## src/rtl/lcfp_pkg.sv

```systemverilog
// shared constants, codes and decode functions for the led command frame parser
// no dependencies; used by lcfp_frame and led_command_frame_parser
`default_nettype none

package lcfp_pkg;

	// frame geometry
	localparam int unsigned FrameLen  = 19;
	localparam int unsigned PosW      = 5;
	localparam logic [PosW-1:0] PosSat   = 5'd20;
	localparam logic [PosW-1:0] PosClose = 5'(FrameLen - 1);
	localparam int unsigned NumFields = 7;

	// characters
	localparam logic [7:0] CharOpen  = 8'd91;   // '['
	localparam logic [7:0] CharClose = 8'd93;   // ']'
	localparam logic [7:0] CharDig0  = 8'd48;
	localparam logic [7:0] CharDig9  = 8'd57;
	localparam logic [7:0] CharUpA   = 8'd65;
	localparam logic [7:0] CharUpF   = 8'd70;
	localparam logic [7:0] CharLoA   = 8'd97;
	localparam logic [7:0] CharLoF   = 8'd102;

	// field codes
	localparam logic [2:0] FieldMode   = 3'd0;
	localparam logic [2:0] FieldWhite  = 3'd1;
	localparam logic [2:0] FieldRed    = 3'd2;
	localparam logic [2:0] FieldGreen  = 3'd3;
	localparam logic [2:0] FieldBlue   = 3'd4;
	localparam logic [2:0] FieldBright = 3'd5;
	localparam logic [2:0] FieldSpeed  = 3'd6;
	localparam logic [2:0] FieldNone   = 3'd7;

	// held settings after reset
	localparam logic [7:0]  RstMode   = 8'd3;
	localparam logic [7:0]  RstWhite  = 8'd0;
	localparam logic [7:0]  RstRed    = 8'd0;
	localparam logic [7:0]  RstGreen  = 8'd255;
	localparam logic [7:0]  RstBlue   = 8'd0;
	localparam logic [7:0]  RstBright = 8'd92;
	localparam logic [15:0] RstSpeed  = 16'd196;
	localparam logic [15:0] ErrGrowth = 16'd100;

	// frame state seen by the top level
	typedef struct packed {
		logic [PosW-1:0]           pos;
		logic                      opened;
		logic                      closed;
		logic [NumFields-1:0][7:0] acc;
	} frame_st_t;

	// hex digit value; other bytes map as their own value, zero or fifteen
	function automatic logic [3:0] nibble_of(input logic [7:0] c);
		logic [7:0] v;
		begin
			if (c inside {[CharDig0:CharDig9]}) begin
				v = c - CharDig0;
			end else if (c inside {[CharUpA:CharUpF]}) begin
				v = c - CharUpA + 8'd10;
			end else if (c inside {[CharLoA:CharLoF]}) begin
				v = c - CharLoA + 8'd10;
			end else if (c[7]) begin
				v = 8'd0;
			end else if (c < 8'd16) begin
				v = c;
			end else begin
				v = 8'd15;
			end
			nibble_of = v[3:0];
		end
	endfunction

	// field fed at each frame position
	function automatic logic [2:0] field_at(input logic [PosW-1:0] pos);
		logic [2:0] f;
		begin
			case (pos)
				5'd1, 5'd2:   f = FieldMode;
				5'd4, 5'd5:   f = FieldWhite;
				5'd6, 5'd7:   f = FieldRed;
				5'd8, 5'd9:   f = FieldGreen;
				5'd10, 5'd11: f = FieldBlue;
				5'd13, 5'd14: f = FieldBright;
				5'd16, 5'd17: f = FieldSpeed;
				default:      f = FieldNone;
			endcase
			field_at = f;
		end
	endfunction

endpackage

`default_nettype wire

```

## src/rtl/lcfp_frame.sv

```systemverilog
// per-frame state: byte position, bracket flags and the seven hex accumulators
// depends on lcfp_pkg
`default_nettype none

module lcfp_frame (
	input  wire logic               clk,
	input  wire logic               arst_n,
	input  wire logic               step,
	input  wire logic [7:0]         rx_byte,
	input  wire logic               is_last,
	output lcfp_pkg::frame_st_t     st
);

	lcfp_pkg::frame_st_t st_q;
	logic [2:0]          fld;
	logic [3:0]          nib;
	logic                feed;

	assign fld  = lcfp_pkg::field_at(st_q.pos);
	assign nib  = lcfp_pkg::nibble_of(rx_byte);
	assign feed = !st_q.closed && (rx_byte != lcfp_pkg::CharClose)
		&& (fld != lcfp_pkg::FieldNone);
	assign st   = st_q;

	always_ff @(posedge clk or negedge arst_n) begin
		if (!arst_n) begin
			st_q <= '0;
		end else if (step) begin
			if (is_last) begin
				// end of frame: back to the empty frame
				st_q <= '0;
			end else begin
				if (st_q.pos != lcfp_pkg::PosSat) begin
					st_q.pos <= st_q.pos + 5'd1;
				end
				if (st_q.pos == '0 && rx_byte == lcfp_pkg::CharOpen) begin
					st_q.opened <= 1'b1;
				end
				if (rx_byte == lcfp_pkg::CharClose) begin
					st_q.closed <= 1'b1;
				end
				if (feed) begin
					st_q.acc[fld] <= {st_q.acc[fld][3:0], nib};
				end
			end
		end
	end

	a_pos_bound: assert property (@(posedge clk) disable iff (!arst_n)
		st_q.pos <= lcfp_pkg::PosSat)
		else $error("frame position beyond saturation");

	a_clear_on_last: assert property (@(posedge clk) disable iff (!arst_n)
		step && is_last |=> st_q == '0)
		else $error("frame state not cleared after last byte");

	a_closed_stays: assert property (@(posedge clk) disable iff (!arst_n)
		st_q.closed && step && !is_last |=> st_q.closed)
		else $error("close flag dropped inside a frame");

endmodule

`default_nettype wire

```

## src/rtl/led_command_frame_parser.sv

```systemverilog
// led command frame parser: input register, frame state, held settings, result register
// output: a frame's last byte passes the input register, then m_tvalid rises with its registered result
// throughput: one byte per cycle; s_tready drops only while a frame end waits on a full result register
// reset: arst_n clears the frame state and loads mode 3, green 255, brightness 92, speed 196
// depends on lcfp_pkg and lcfp_frame
`default_nettype none

module led_command_frame_parser (
	input  wire logic        clk,
	input  wire logic        arst_n,
	// input stream
	input  wire logic        s_tvalid,
	output logic             s_tready,
	input  wire logic [7:0]  s_tdata,   // [7:0] rx_byte
	input  wire logic        s_tlast,   // is_last
	// result stream
	output logic             m_tvalid,
	input  wire logic        m_tready,
	output logic [71:0]      m_tdata    // [0] frame_ok, [8:1] mode_out, [16:9] white_out,
	                                    // [24:17] red_out, [32:25] green_out, [40:33] blue_out,
	                                    // [48:41] brightness_out, [64:49] speed_out, rest zero
);

	// input register stage
	logic       valid_s1;
	logic [7:0] byte_s1;
	logic       last_s1;

	// advance: non-final bytes always move on; a frame end needs room for its result
	logic adv;
	logic take;
	assign adv      = valid_s1 && (!last_s1 || !m_tvalid || m_tready);
	assign s_tready = !valid_s1 || adv;
	assign take     = s_tvalid && s_tready;

	always_ff @(posedge clk or negedge arst_n) begin
		if (!arst_n) begin
			valid_s1 <= 1'b0;
		end else if (take) begin
			valid_s1 <= 1'b1;
		end else if (adv) begin
			valid_s1 <= 1'b0;
		end
	end

	always_ff @(posedge clk) begin
		if (take) begin
			byte_s1 <= s_tdata;
			last_s1 <= s_tlast;
		end
	end

	// frame tracking
	lcfp_pkg::frame_st_t st;

	lcfp_frame u_frame (
		.clk     (clk),
		.arst_n  (arst_n),
		.step    (adv),
		.rx_byte (byte_s1),
		.is_last (last_s1),
		.st      (st)
	);

	// frame check on its last byte
	logic       fire;
	logic       opened;
	logic       ok;
	logic [7:0] sp;
	assign fire   = adv && last_s1;
	assign opened = st.opened || (st.pos == '0 && byte_s1 == lcfp_pkg::CharOpen);
	assign ok     = opened && byte_s1 == lcfp_pkg::CharClose && st.pos == lcfp_pkg::PosClose;
	assign sp     = st.acc[lcfp_pkg::FieldSpeed];

	// held settings
	logic [7:0]  mode_q, white_q, red_q, green_q, blue_q, bright_q;
	logic [15:0] speed_q;
	logic [15:0] speed_next;

	always_comb begin
		if (ok) begin
			// accepted speed is clamped to 1..255
			speed_next = (sp == 8'd0) ? 16'd1 : {8'd0, sp};
		end else begin
			// reject: delay grows, wrapping at 16 bits
			speed_next = speed_q + lcfp_pkg::ErrGrowth;
		end
	end

	always_ff @(posedge clk or negedge arst_n) begin
		if (!arst_n) begin
			mode_q   <= lcfp_pkg::RstMode;
			white_q  <= lcfp_pkg::RstWhite;
			red_q    <= lcfp_pkg::RstRed;
			green_q  <= lcfp_pkg::RstGreen;
			blue_q   <= lcfp_pkg::RstBlue;
			bright_q <= lcfp_pkg::RstBright;
			speed_q  <= lcfp_pkg::RstSpeed;
		end else if (fire) begin
			speed_q <= speed_next;
			if (ok) begin
				mode_q   <= st.acc[lcfp_pkg::FieldMode];
				white_q  <= st.acc[lcfp_pkg::FieldWhite];
				red_q    <= st.acc[lcfp_pkg::FieldRed];
				green_q  <= st.acc[lcfp_pkg::FieldGreen];
				blue_q   <= st.acc[lcfp_pkg::FieldBlue];
				bright_q <= st.acc[lcfp_pkg::FieldBright];
			end
		end
	end

	// result register
	logic        out_valid_q;
	logic [64:0] out_data_q;

	always_ff @(posedge clk or negedge arst_n) begin
		if (!arst_n) begin
			out_valid_q <= 1'b0;
		end else if (fire) begin
			out_valid_q <= 1'b1;
		end else if (m_tready) begin
			out_valid_q <= 1'b0;
		end
	end

	always_ff @(posedge clk) begin
		if (fire) begin
			if (ok) begin
				out_data_q <= {speed_next, st.acc[lcfp_pkg::FieldBright],
					st.acc[lcfp_pkg::FieldBlue], st.acc[lcfp_pkg::FieldGreen],
					st.acc[lcfp_pkg::FieldRed], st.acc[lcfp_pkg::FieldWhite],
					st.acc[lcfp_pkg::FieldMode], 1'b1};
			end else begin
				out_data_q <= {speed_next, bright_q, blue_q, green_q, red_q, white_q,
					mode_q, 1'b0};
			end
		end
	end

	assign m_tvalid = out_valid_q;
	assign m_tdata  = {7'd0, out_data_q};

	// an accepted frame always shows a speed in 1..255
	a_ok_speed: assert property (@(posedge clk) disable iff (!arst_n)
		m_tvalid && m_tdata[0] |-> m_tdata[64:57] == 8'd0 && m_tdata[56:49] != 8'd0)
		else $error("accepted frame with speed out of range");

	// input stalls only behind a frame end blocked by a full result register
	a_stall_cause: assert property (@(posedge clk) disable iff (!arst_n)
		!s_tready |-> valid_s1 && last_s1 && m_tvalid && !m_tready)
		else $error("input stalled without cause");

	// a reject adds the growth step to the held speed
	a_reject_growth: assert property (@(posedge clk) disable iff (!arst_n)
		fire && !ok |=> speed_q == 16'($past(speed_q) + lcfp_pkg::ErrGrowth))
		else $error("reject did not grow speed");

endmodule

`default_nettype wire

```

## config.mk

```make
export PLATFORM = sky130hd
export DESIGN_NAME = led_command_frame_parser
export DESIGN_NICKNAME = d
export VERILOG_FILES = /design/src/rtl/lcfp_pkg.sv /design/src/rtl/lcfp_frame.sv /design/src/rtl/led_command_frame_parser.sv
export SDC_FILE = /design/constraint.sdc
export NUM_CORES = 1
export LEC_CHECK = 0
export BUFFER_PORTS_ARGS = -buffer_cell sky130_fd_sc_hd__buf_2
export CAP_MARGIN = 20
export CORE_MARGIN = 4
export CORE_UTILIZATION = 30
export CTS_CLUSTER_SIZE = 16
export DETAILED_ROUTE_END_ITERATION = 8
export SLEW_MARGIN = 20
export SYNTH_ARGS = -nofsm -noshare
export SYNTH_HDL_FRONTEND = slang
export SYNTH_HIERARCHICAL = 1
export SYNTH_SLANG_ARGS = --single-unit
```

## constraint.sdc

```tcl
create_clock -name clk -period 4.58 [get_ports clk]
set_input_delay 0.687 -clock clk [delete_from_list [all_inputs] [get_ports clk]]
set_output_delay 0.687 -clock clk [all_outputs]
set_load 0.01 [all_outputs]
```

* After elaboration in Yosys (flattened, before gate mapping)
Memories as Yosys holds them, arrays and structs flattened.
Index checks and enable logic that the tools add are counted.
** Cells by class
- Eq/ne operators :: 6
- Multiplexer cells :: 22
- $lt $le $gt $ge :: 9
- Add/sub/neg operators :: 7
- Reduce and logical (&&, ||, !) cells :: 33
** Operator list (number)
- two-way mux 63 bit :: 1
- bitwise mux 56 bit :: 1
- two-way mux 56 bit :: 1
- two-way mux 49 bit :: 1
- binary-select mux 8 bit (select 3 bit) :: 1
- demux 8 bit (select 3 bit) :: 1
- two-way mux 4 bit :: 6
- adder 16 x 7 -> 16 bit (second input constant) :: 1
- equality test 8 x 7 -> 1 bit (second input constant) :: 2
- >= comparator 8 x 7 -> 1 bit (second input constant) :: 2
- less-or-equal comparator 8 x 7 -> 1 bit (second input constant) :: 2
- two-way mux 16 bit :: 1
- two-way mux 8 bit :: 2
- logical AND 1 bit :: 12
- nonzero test 2 bit :: 6
- subtractor 4 x 1 -> 4 bit (second input constant) :: 3
- AND reduction 2 bit :: 5
- adder 4 bit (second input constant) :: 2
- >= comparator 8 x 6 -> 1 bit (second input constant) :: 1
- less-or-equal comparator 8 x 6 -> 1 bit (second input constant) :: 1
- zero test 8 bit :: 1
- < comparator 8 x 5 -> 1 bit (second input constant) :: 1
- inequality test 8 x 7 -> 1 bit (second input constant) :: 1
- two-way mux 1 bit :: 6
- other kinds (10) :: 16
** Storage, ports and cells
- Bits in registers :: 203
- Output and inout port bits :: 74
- Memory bits (read-only) :: 96
- Logic and storage cells :: 100
- Input bits :: 13
- Memories :: 1
** Memory list
- (no name shown) :: words 32, bits a word 3, read ports 1, clocked after Yosys merged registers in 0, write ports 0, RTL line lcfp_pkg.sv:77 : case (pos)

* Depth between registers and ports, before layout
Gate-level depths: netlist of run 1.
- Depth in word-level cells :: 9
- Depth in mapped cells :: 11
- Gate-level depth less buffers :: 7

* Modules after synthesis
Netlist of run 1, hierarchy kept.
** Modules (own cells, without submodules)
- led_command_frame_parser :: area each 5934.4 µm², times used 1, cells an instance 384, seq. area each 3895.0 µm²
- lcfp_frame :: area each 3265.6 µm², times used 1, cells an instance 300, seq. area each 1576.5 µm²

* Worst setup path after synthesis of run 1
OpenSTA, ideal clock, no wires.
- Path kind :: input port to flip-flop
- From :: input m_tready
- To :: register speed_q[7]
- Path slack :: 0.902 ns
- Data arrival time :: 3.572 ns
- Stages :: 6
- Path through :: nand2b_1 > nand3_1 > inv_1 > clkbuf_1 > o21ai_0 > a22oi_1
** Between the ends
- Word-level cells in the longest chain between the ends :: 3
** Ends and longest elaborated chain
- start: declaration :: RTL line led_command_frame_parser.sv:18 : input wire logic m_tready,
- logical OR 1 bit :: RTL line led_command_frame_parser.sv:32 : assign adv = valid_s1 && (!last_s1 || !m_tvalid || m_tready);
- logical AND 1 bit :: RTL line led_command_frame_parser.sv:32
- logical AND 1 bit :: RTL line led_command_frame_parser.sv:70 : assign fire = adv && last_s1;
- via fire :: RTL line led_command_frame_parser.sv:66 : logic fire;
- end signal: assignment :: RTL line led_command_frame_parser.sv:98 : speed_q <= lcfp_pkg::RstSpeed;
- end signal: assignment :: RTL line led_command_frame_parser.sv:100 : speed_q <= speed_next;
- end: declaration :: RTL line led_command_frame_parser.sv:77 : logic [15:0] speed_q;
The timed path passes the listed nets, and every way through them passes these cells.
A chain may end at the register's enable or synchronous reset.

* Final worst setup path of run 1
- From :: register u_frame.st_q (netlist bit u_frame/st[59])
- To :: register u_frame.st_q (netlist bit u_frame/st[6])
** Between the ends
- Word-level cells in the longest chain between the ends :: 8
- Elaborated cells between the ends (all ways) :: 15
- Classes of those cells :: order compare (2); eq/ne (1); mux (7); reduce/logical (4); memory (1)
** Ends and longest elaborated chain
- start: declaration :: RTL line lcfp_frame.sv:14 : lcfp_pkg::frame_st_t st_q;
- memory (32 x 3 bit) *
- < comparator 3 x 4 -> 1 bit (not written as such) or >= comparator 3 x 1 -> 1 bit (tied branches) :: RTL line lcfp_frame.sv:43 : st_q.acc[fld] <= {st_q.acc[fld][3:0], nib};
- logical AND 1 bit (not written as such) :: RTL line lcfp_frame.sv:43
- two-way mux 8 bit (not written as such) :: RTL line lcfp_frame.sv:43
- demux 8 bit (select 3 bit)
- bitwise mux 56 bit :: RTL line lcfp_frame.sv:43
- two-way mux 56 bit :: RTL line lcfp_frame.sv:42 : if (feed) begin
- two-way mux 63 bit :: RTL line lcfp_frame.sv:29 : if (is_last) begin
Mark *: on every way between the ends. The rest lies on a longest branch, timed or not. The select of a mux whose other input is x is not followed.

==> results of run 1 <==
[synthesized netlist by cell type (11+ instances only)]
library cell / n
a21oi_1: 19
a22o_1: 38
buf_2: 11
buf_4: 11
clkbuf_1: 12
dfrtp_1: 112
dfstp_2: 17
edfxtp_1: 74
inv_1: 18
mux2_2: 92
nand2_1: 23
nand3_1: 17
nor2_1: 34
nor3_1: 12
o21ai_0: 22
o2bb2ai_1: 25
[metrics by stage]
step	power [uW]	cells
2_1_floorplan	2700	690
3_3_place_gp	2950	1128
3_5_place_dp	2960	1128
4_1_cts	4800	1168
5_1_grt	4980	1169
6_report	4760	1169
[layer usage]
metal | share of wire | up-vias
met4 | 0.020 | 0
met5 | 0 | -
met1 | 0.47 | 2923
met2 | 0.46 | 132
met3 | 0.048 | 30
li1 | - | 2754
[logic make-up (layout without fill, tap and decap cells)]
group	Yosys count	after routing	share of synthesized area
AO/OA/AOI/OAI	152	152	0.133
XOR/XNOR	12	12	0.0114
adder cells (fa/ha/maj)	6	6	0.00816
buffers and inverters	59	148	0.0335
flip-flops	203	203	0.595
multiplexers	106	106	0.129
other	1	7	0.000408
AND/OR/NAND/NOR	145	145	0.0899
[critical path: stages (launching register included)]
cell and delay [ps]:
dfrtp_1 810, inv_1 240, ha_1 490, o21ai_1 270
o21a_1 200, a2111oi_2 880, buf_4 280, a22o_1 130
[area by class of cell]
class	count	area [um2]
clock buffers	35	672
fillers	2905	19200
repair buffers	89	522
well taps	390	488
multi-input cells	428	3450
clock inverters	5	78.8
flip-flops and latches	203	5470
inverters	19	72.6
[how the worst max path moves through the flow]
| stage | start | to | slack, ps |
|---|---|---|---|
| after floorplan | m_tready | speed_q[7] | 900 |
| after global placement | u_frame/st[59] | u_frame/st[6] | 1320 |
| after detailed placement | u_frame/st[61] | speed_q[3] | 1270 |
| after CTS | u_frame/st[61] | speed_q[3] | 1250 |
| after global routing | u_frame/st[59] | u_frame/st[14] | 1070 |
| final | u_frame/st[59] | u_frame/st[6] | 1220 |
[report_power, final]
group          leakage [uW]  total, uW  internal, uW  switching (uW)
Sequential          0.00243       2170          2030             138
Clock              0.000367       1830          1120             707
Combinational       0.00175        761           299             462
Total               0.00455       4760          3450            1310
==> flow_summary.ini, run 1 <==
[run_status]
run_status = finished clean

[pwr]
p_per_area_nw_per_um2 = 442
peakVddDrop_mv = 0.223
power.leakage_uw = 0.00455

[sta]
slew_violations = 0
clock_skew_ps = 14.5
setup_viol = 0
fin_setup_tns_ps = 0
fmax_mhz = 297
whs_ps = 302
max_slew_margin = 0.274
fin_crit_ps = 3360
fin_crit_sh = 0.734
worst_pin_slew_ps = 1080
rsz0062_at_grt = no
hold_violations = 0
timing.final.ws_setup_ps = 1220

[worst_hold_path]
hold_class = input port to async pin

[synth]
synth_top_area_frac = 0.305
synth_top_cell_by_area = dfrtp_1
ys_async_sr_fraction = 0.635
ys_seq_area_frac = 0.595
ys_types = 72
ys_top_cells_by_area = dfrtp_1, edfxtp_1, mux2_2, dfstp_2, a22o_1
yosys_warnings = 6
syn_inst = 684
avgSynthCellArea_um2 = 13.5
synthFlopType = dfrtp_1
syn-cell-area_um2 = 9200
synth_edf_count = 74
ys_ff_latch = 203

[routing]
drc_errors = 0
wl_per_cell_um = 18.1
drt_iter0_drc = 398
drtPass1Iterations = 5
dr_total_vias = 5839
drtAntennaViolNets = 0
via_per_inst = 4.99
wirelength_um = 21100

[clocking]
cts_tree = done
cts_buffers = 22
cts_buffer_depth = 3
cts_max_level = 1
clk_pin_slew_ps = 60
hold_buffers = 0
cts_setup_buffers = 0
clk_latency_ps = 500
cts-resized-gates = 0
cts.sink_count = 203
clockRootBuffer = clkbuf_16

[critical_path]
crit_type = flop to flop
cp_max_fo = 22
r2r-start = u_frame/st[59]
r2r-end = u_frame/st[6]
rrSetupSlack_ps = 1220
cp-start-kind = flop
reg2reg_depth = 7
cp-end-kind = flop
cp.required_ps = 5010
cp.arrival_ps = 3800

[floorplan]
dieArea_um2 = 33500
rows = 63
coreArea_um2 = 30000
die_width_um = 183
die_y_um = 183
pin_count = 87
initial_core_util = 0.307

[placement]
hpwl_um = 13900
place.gp.congestion = 0.865
dp_slack_ps = 1270
numPortBuffers = 79
placed_cell_area_um2 = 9970

[global_route]
grt-ovfl-total = 0
track_usage = 0.122
grt_use_met1 = 0.177
grt_pass1_wl_um = 33400
grt_pass1_vias = 5765
met2_usage = 0.193
antenna_found_initial = 0
grt_max_degree = 93
use_met3 = 0.0192
gr-max-usage-layer = met2

[finish]
final_common_cell = dfrtp_1
mostFrequentLayoutCells = dfrtp_1, mux2_2, buf_2
final_nets = 782
top_register = out_data_q
syn_to_final_growth_pct = 16.9
n_antenna_cell = 0
fin_util = 0.359
final_area_um2 = 10800
drive_gt1_frac = 0.329
largest_reg_flops = 65

[flow_run]
cap_violations = 0
(Power assumes the default switching activity.)
==> run 2: changes to the inputs <==
==> constraint.sdc (replaced) <==
create_clock -name clk -period 2.8 [get_ports clk]
set_input_delay 0.42 -clock clk [delete_from_list [all_inputs] [get_ports clk]]
set_output_delay 0.42 -clock clk [all_outputs]
set_load 0.01 [all_outputs]
==> run 2 against run 1 <==
Compared with the run above: combinational power is 76% higher; first-iteration DRC count up 3.3%; sequential share of layout area down 0.71 points; register-to-register slack lost 920 ps; cell area grew 1.4%; fmax increased by 34%; critical path type unchanged; clock skew is 0.93 ps lower; core utilization up 0.51 points.
==> flow_summary.ini, run 2 (synthesis results as in run 1) <==
[pwr]
p_per_area_nw_per_um2 = 707
peakVddDrop_mv = 0.370
power.leakage_uw = 0.00466

[routing]
dr_total_vias = 6030
via_per_inst = 5.04
drc_errors = 0
drtAntennaViolNets = 0
wl_per_cell_um = 17.9
drtPass1Iterations = 5
drt_iter0_drc = 411
wirelength_um = 21400

[finish]
mostFrequentLayoutCells = dfrtp_1, mux2_2, buf_2
final_nets = 809
top_register = out_data_q
largest_reg_flops = 65
fin_util = 0.364
final_common_cell = dfrtp_1
syn_to_final_growth_pct = 18.6
drive_gt1_frac = 0.349
n_antenna_cell = 0
fin_cells = 1196

[floorplan]
die_width_um = 183
initial_core_util = 0.307
pin_count = 87
coreArea_um2 = 30000
rows = 63
die_y_um = 183
dieArea_um2 = 33500

[placement]
hpwl_um = 14700
place.gp.congestion = 0.887
dp_slack_ps = 252
numPortBuffers = 79
dpl.cell_count = 1155

[clocking]
cts.sink_count = 203
clk_latency_ps = 500
cts_buffer_depth = 3
clk_pin_slew_ps = 60
clockRootBuffer = clkbuf_16
cts-resized-gates = 0
cts_max_level = 1
cts_buffers = 22
cts_tree = done

[sta]
rsz0062_at_grt = no
fin_crit_sh = 0.895
fmax_mhz = 399
hold_violations = 0
fin_crit_ps = 2510
worst_pin_slew_ps = 1100
whs_ps = 99.1
clock_skew_ps = 13.6
fin_setup_tns_ps = 0
setup_viol = 0
timing.final.ws_setup_ps = 294
slew_violations = 0
max_slew_margin = 0.264

[critical_path]
cp.arrival_ps = 2940
cp-start-kind = flop
cp_slowest_cell = a2111oi_2
cp_max_fo = 16
cp-end-kind = flop
cp.required_ps = 3240
rrSetupSlack_ps = 290
crit_type = flop to flop
crit_chain = buf_12 > nor3b_4 > a21oi_1 > o21a_1 > a2111oi_2 > a22o_1
slowest_delay_ps = 980

[global_route]
grt_pass1_wl_um = 34200
grt_pass1_vias = 6077
track_usage = 0.125
grt_max_degree = 67
grt-ovfl-total = 0
antenna_found_initial = 0

[flow_run]
cap_violations = 0

[worst_hold_path]
hold_class = input port to flop

[run_status]
run_status = finished clean
[run 2: cell count changes in the layout (fill, tap and decap cells not counted), sizes merged]
cell	change
buf	+26
bufinv	-1
dlygate4sd3	+1
inv	+1
[run 2: repair_timing]
action                    in CTS  in global routing
hold buffers                   1                  0
hold endpoints to repair      25                  0
setup buffers                  0                  0
[run 2: report_power, final]
| part | internal [uW] | leakage, uW | switching (uW) |
|---|---|---|---|
| clock network | 1710 | 0.000352 | 1150 |
| registers | 3330 | 0.00243 | 193 |
| logic | 546 | 0.00187 | 794 |
[run 2: critical path: cells and delay by family (launching register included)]
family                 cells  cell delay (ps)
AOI/OAI and AO/OA          4             1550
buffers and inverters      1              190
DFF                        1              460
and+or+nand+nor            1              260
[run 2: metal layers]
layer / wire (um) / track usage / vias to the layer above
met5: 0 / 0 / -
met4: 353 / 0.0295 / 0
met3: 1140 / 0.0196 / 29
met2: 9960 / 0.203 / 169
met1: 9930 / 0.178 / 3042
li1: - / - / 2790
[run 2: final timing paths]
path | start | end | cells after the start
setup / recovery | u_frame/st[60] | u_frame/st[22] | 6
hold / removal | s_tdata[0] | byte_s1[0] | 1
setup reg to reg | u_frame/st[60] | u_frame/st[22] | 6
hold reg to reg | blue_q[5] | blue_q[5] | 1
max in group asynchronous | arst_n | green_q[7] | 3
min in group asynchronous | arst_n | speed_q[8] | 2
[run 2: layout make-up]
cell class	count	area, um2
Clock buffer	35	661
Clock inverter	5	55.1
Fill cell	2897	19000
Inverter	19	72.6
Multi-Input combinational cell	428	3440
Sequential cell	203	5470
Tap cell	390	488
Timing Repair Buffer	116	716
[run 2: through the flow]
step           total power, uW  instance area, um2
2_1_floorplan             4420                9230
3_3_place_gp              4890               10200
3_5_place_dp              4910               10200
4_1_cts                   7800               10900
5_1_grt                   8090               10900
6_report                  7710               10900
==> run 3: changes to the inputs <==
--- a/config.mk
+++ b/config.mk
@@ -5,6 +5,7 @@
 export SDC_FILE = /design/constraint.sdc
 export NUM_CORES = 1
 export LEC_CHECK = 0
+export ABC_AREA = 1
 export BUFFER_PORTS_ARGS = -buffer_cell sky130_fd_sc_hd__buf_2
 export CAP_MARGIN = 20
 export CORE_MARGIN = 4
==> run 3 against run 2 <==
Compared with the run above: first-iteration DRC count increased by 32%; die area increased by 3.2%; register-to-register slack about the same; largest cell class unchanged; via count increased by 18%; synthesized cell count increased by 50%; critical path depth increased by 5; combinational power increased by 53%; clock skew increased by 2.5 ps; sequential cell count unchanged; critical path type unchanged; sequential power increased by 2%; hold slack got worse by 19 ps.
==> flow_summary.ini, run 3 <==
[routing]
dr_total_vias = 7122
wl_per_cell_um = 14.2
wirelength_um = 21900
drtPass1Iterations = 8
drc_errors = 0
drt_iter0_drc = 543
via_per_inst = 4.62
drtAntennaViolNets = 0

[pwr]
peakVddDrop_mv = 0.478
design_power_total_uw = 8840
p_per_area_nw_per_um2 = 789
power.leakage_uw = 0.00497

[synth]
synth_edf_count = 74
synth_top_cell_by_area = dfrtp_1
syn_inst = 1029
synth_top_area_frac = 0.295
ys_top_cells_by_count = nand2_1, inv_1, dfrtp_1
ys_top_cells_by_area = dfrtp_1, edfxtp_1, nand2_1, o21ai_0, dfstp_2
ys_async_sr_fraction = 0.635
avgSynthCellArea_um2 = 9.24
syn-cell-area_um2 = 9510
ys_types = 45
yosys_warnings = 6
ys_ff_latch = 203
synthFlopType = dfrtp_1
ys_seq_area_frac = 0.575
synthMostInstantiatedCell = nand2_1

[critical_path]
cp-end-kind = flop
crit_type = flop to flop
cp_max_fo = 12
cp-start-kind = flop
cp.required_ps = 3200
cp.arrival_ps = 2910
rrSetupSlack_ps = 290

[clocking]
clockRootBuffer = clkbuf_16
cts.sink_count = 203
cts_buffer_depth = 3
cts-resized-gates = 0
clk_pin_slew_ps = 60
cts_max_level = 1
cts_tree = done
clk_latency_ps = 520
cts_buffers = 24

[sta]
clock_skew_ps = 16.1
fmax_mhz = 398
fin_crit_ps = 2510
slew_violations = 0
setup_viol = 0
worst_pin_slew_ps = 743
fin_crit_sh = 0.898
fin_setup_tns_ps = 0
rsz0062_at_grt = no
hold_violations = 0
max_slew_margin = 0.505

[finish]
top_register = out_data_q
n_antenna_cell = 0
drive_gt1_frac = 0.201
multi_input_area_um2 = 3330
final_nets = 1145
mostFrequentLayoutCells = nand2_1, inv_1, dfrtp_1
layout.area.seq_um2 = 5470
final_common_cell = nand2_1
fillers = 3183
largest_reg_flops = 65
syn_to_final_growth_pct = 17.8

[floorplan]
pin_count = 87
dieArea_um2 = 34600
initial_core_util = 0.308
coreArea_um2 = 30900
rows = 64
die_width_um = 186
die_y_um = 186

[global_route]
grt_pass1_wl_um = 35700
grt_use_met1 = 0.183
track_usage = 0.127
gr-max-usage-layer = met2
grt_pass1_vias = 6700
grt_max_degree = 100
antenna_found_initial = 0
use_met3 = 0.0203
met2_usage = 0.199
grt-ovfl-total = 0

[worst_hold_path]
hold_class = input port to flop

[placement]
hpwl_um = 15300
place.gp.congestion = 0.864
numPortBuffers = 79

[flow_run]
cap_violations = 0

[run_status]
run_status = finished clean
[run 3: area by class of cell]
class | instances | share of cell area
flip-flops and latches | 203 | 0.488
multi-input cells | 674 | 0.297
clock buffers | 35 | 0.0619
repair buffers | 102 | 0.0567
well taps | 396 | 0.0442
inverters | 121 | 0.0405
clock inverters | 9 | 0.0112
[run 3: power breakdown]
part	internal [uW]	total (uW)	switching (uW)
registers	3340	3580	242
logic	629	2050	1420
clock network	1990	3210	1210
[run 3: final timing paths]
kind / startpoint / end / cells past startpoint
max in group asynchronous: arst_n / bright_q[6] / 3
min in group asynchronous: arst_n / u_frame/st[51] / 2
min: s_tdata[7] / byte_s1[7] / 1
max: u_frame/st[59] / u_frame/st[42] / 11
min reg2reg: green_q[0] / green_q[0] / 2
max reg2reg: u_frame/st[59] / u_frame/st[42] / 11
[run 3: timing repair]
| action | CTS | global route |
|---|---|---|
| buffers inserted | 0 | 0 |
| hold endpoints to repair | 30 | 0 |
| hold buffers | 1 | 0 |
[run 3: kinds of logic (layout without fill, tap and decap cells)]
kind of cell,count (synthesis),in the layout,share of synthesized area
and+or+nand+nor,521,521,0.258
other,1,7,0.000394
buffers and inverters,158,267,0.0769
DFF,203,203,0.575
AOI/OAI and AO/OA,139,139,0.0808
xor gates and xnor gates,1,1,0.000921
adders and majority gates,6,6,0.00789
[run 3: routing by layer]
layer | vias up | part of all wire
met3 | 34 | 0.055
met1 | 3372 | 0.47
met5 | - | 0
li1 | 3539 | -
met2 | 177 | 0.45
met4 | 0 | 0.022
[run 3: per-stage QoR]
stage	utilization	worst slack (ps)	instance area (um2)	hold WS, ps	cells
after floorplan	-	609	9540	124	1035
after global placement	0.336	400	10400	469	1495
after detailed placement	0.336	309	10400	475	1495
after CTS	0.363	282	11200	49.0	1540
after global routing	0.363	40.3	11200	63.0	1540
final	0.363	286	11200	80.5	1540
[run 3: critical path, cell delays in order (launching register included)]
cell and delay, ps:
dfrtp_1 500, inv_2 130, ha_1 310, inv_1 100, nand2_1 120, nand3_1 130
nand2_2 150, o21ai_4 340, nand2_4 210, buf_12 220, nand3_1 110, nand2_1 60
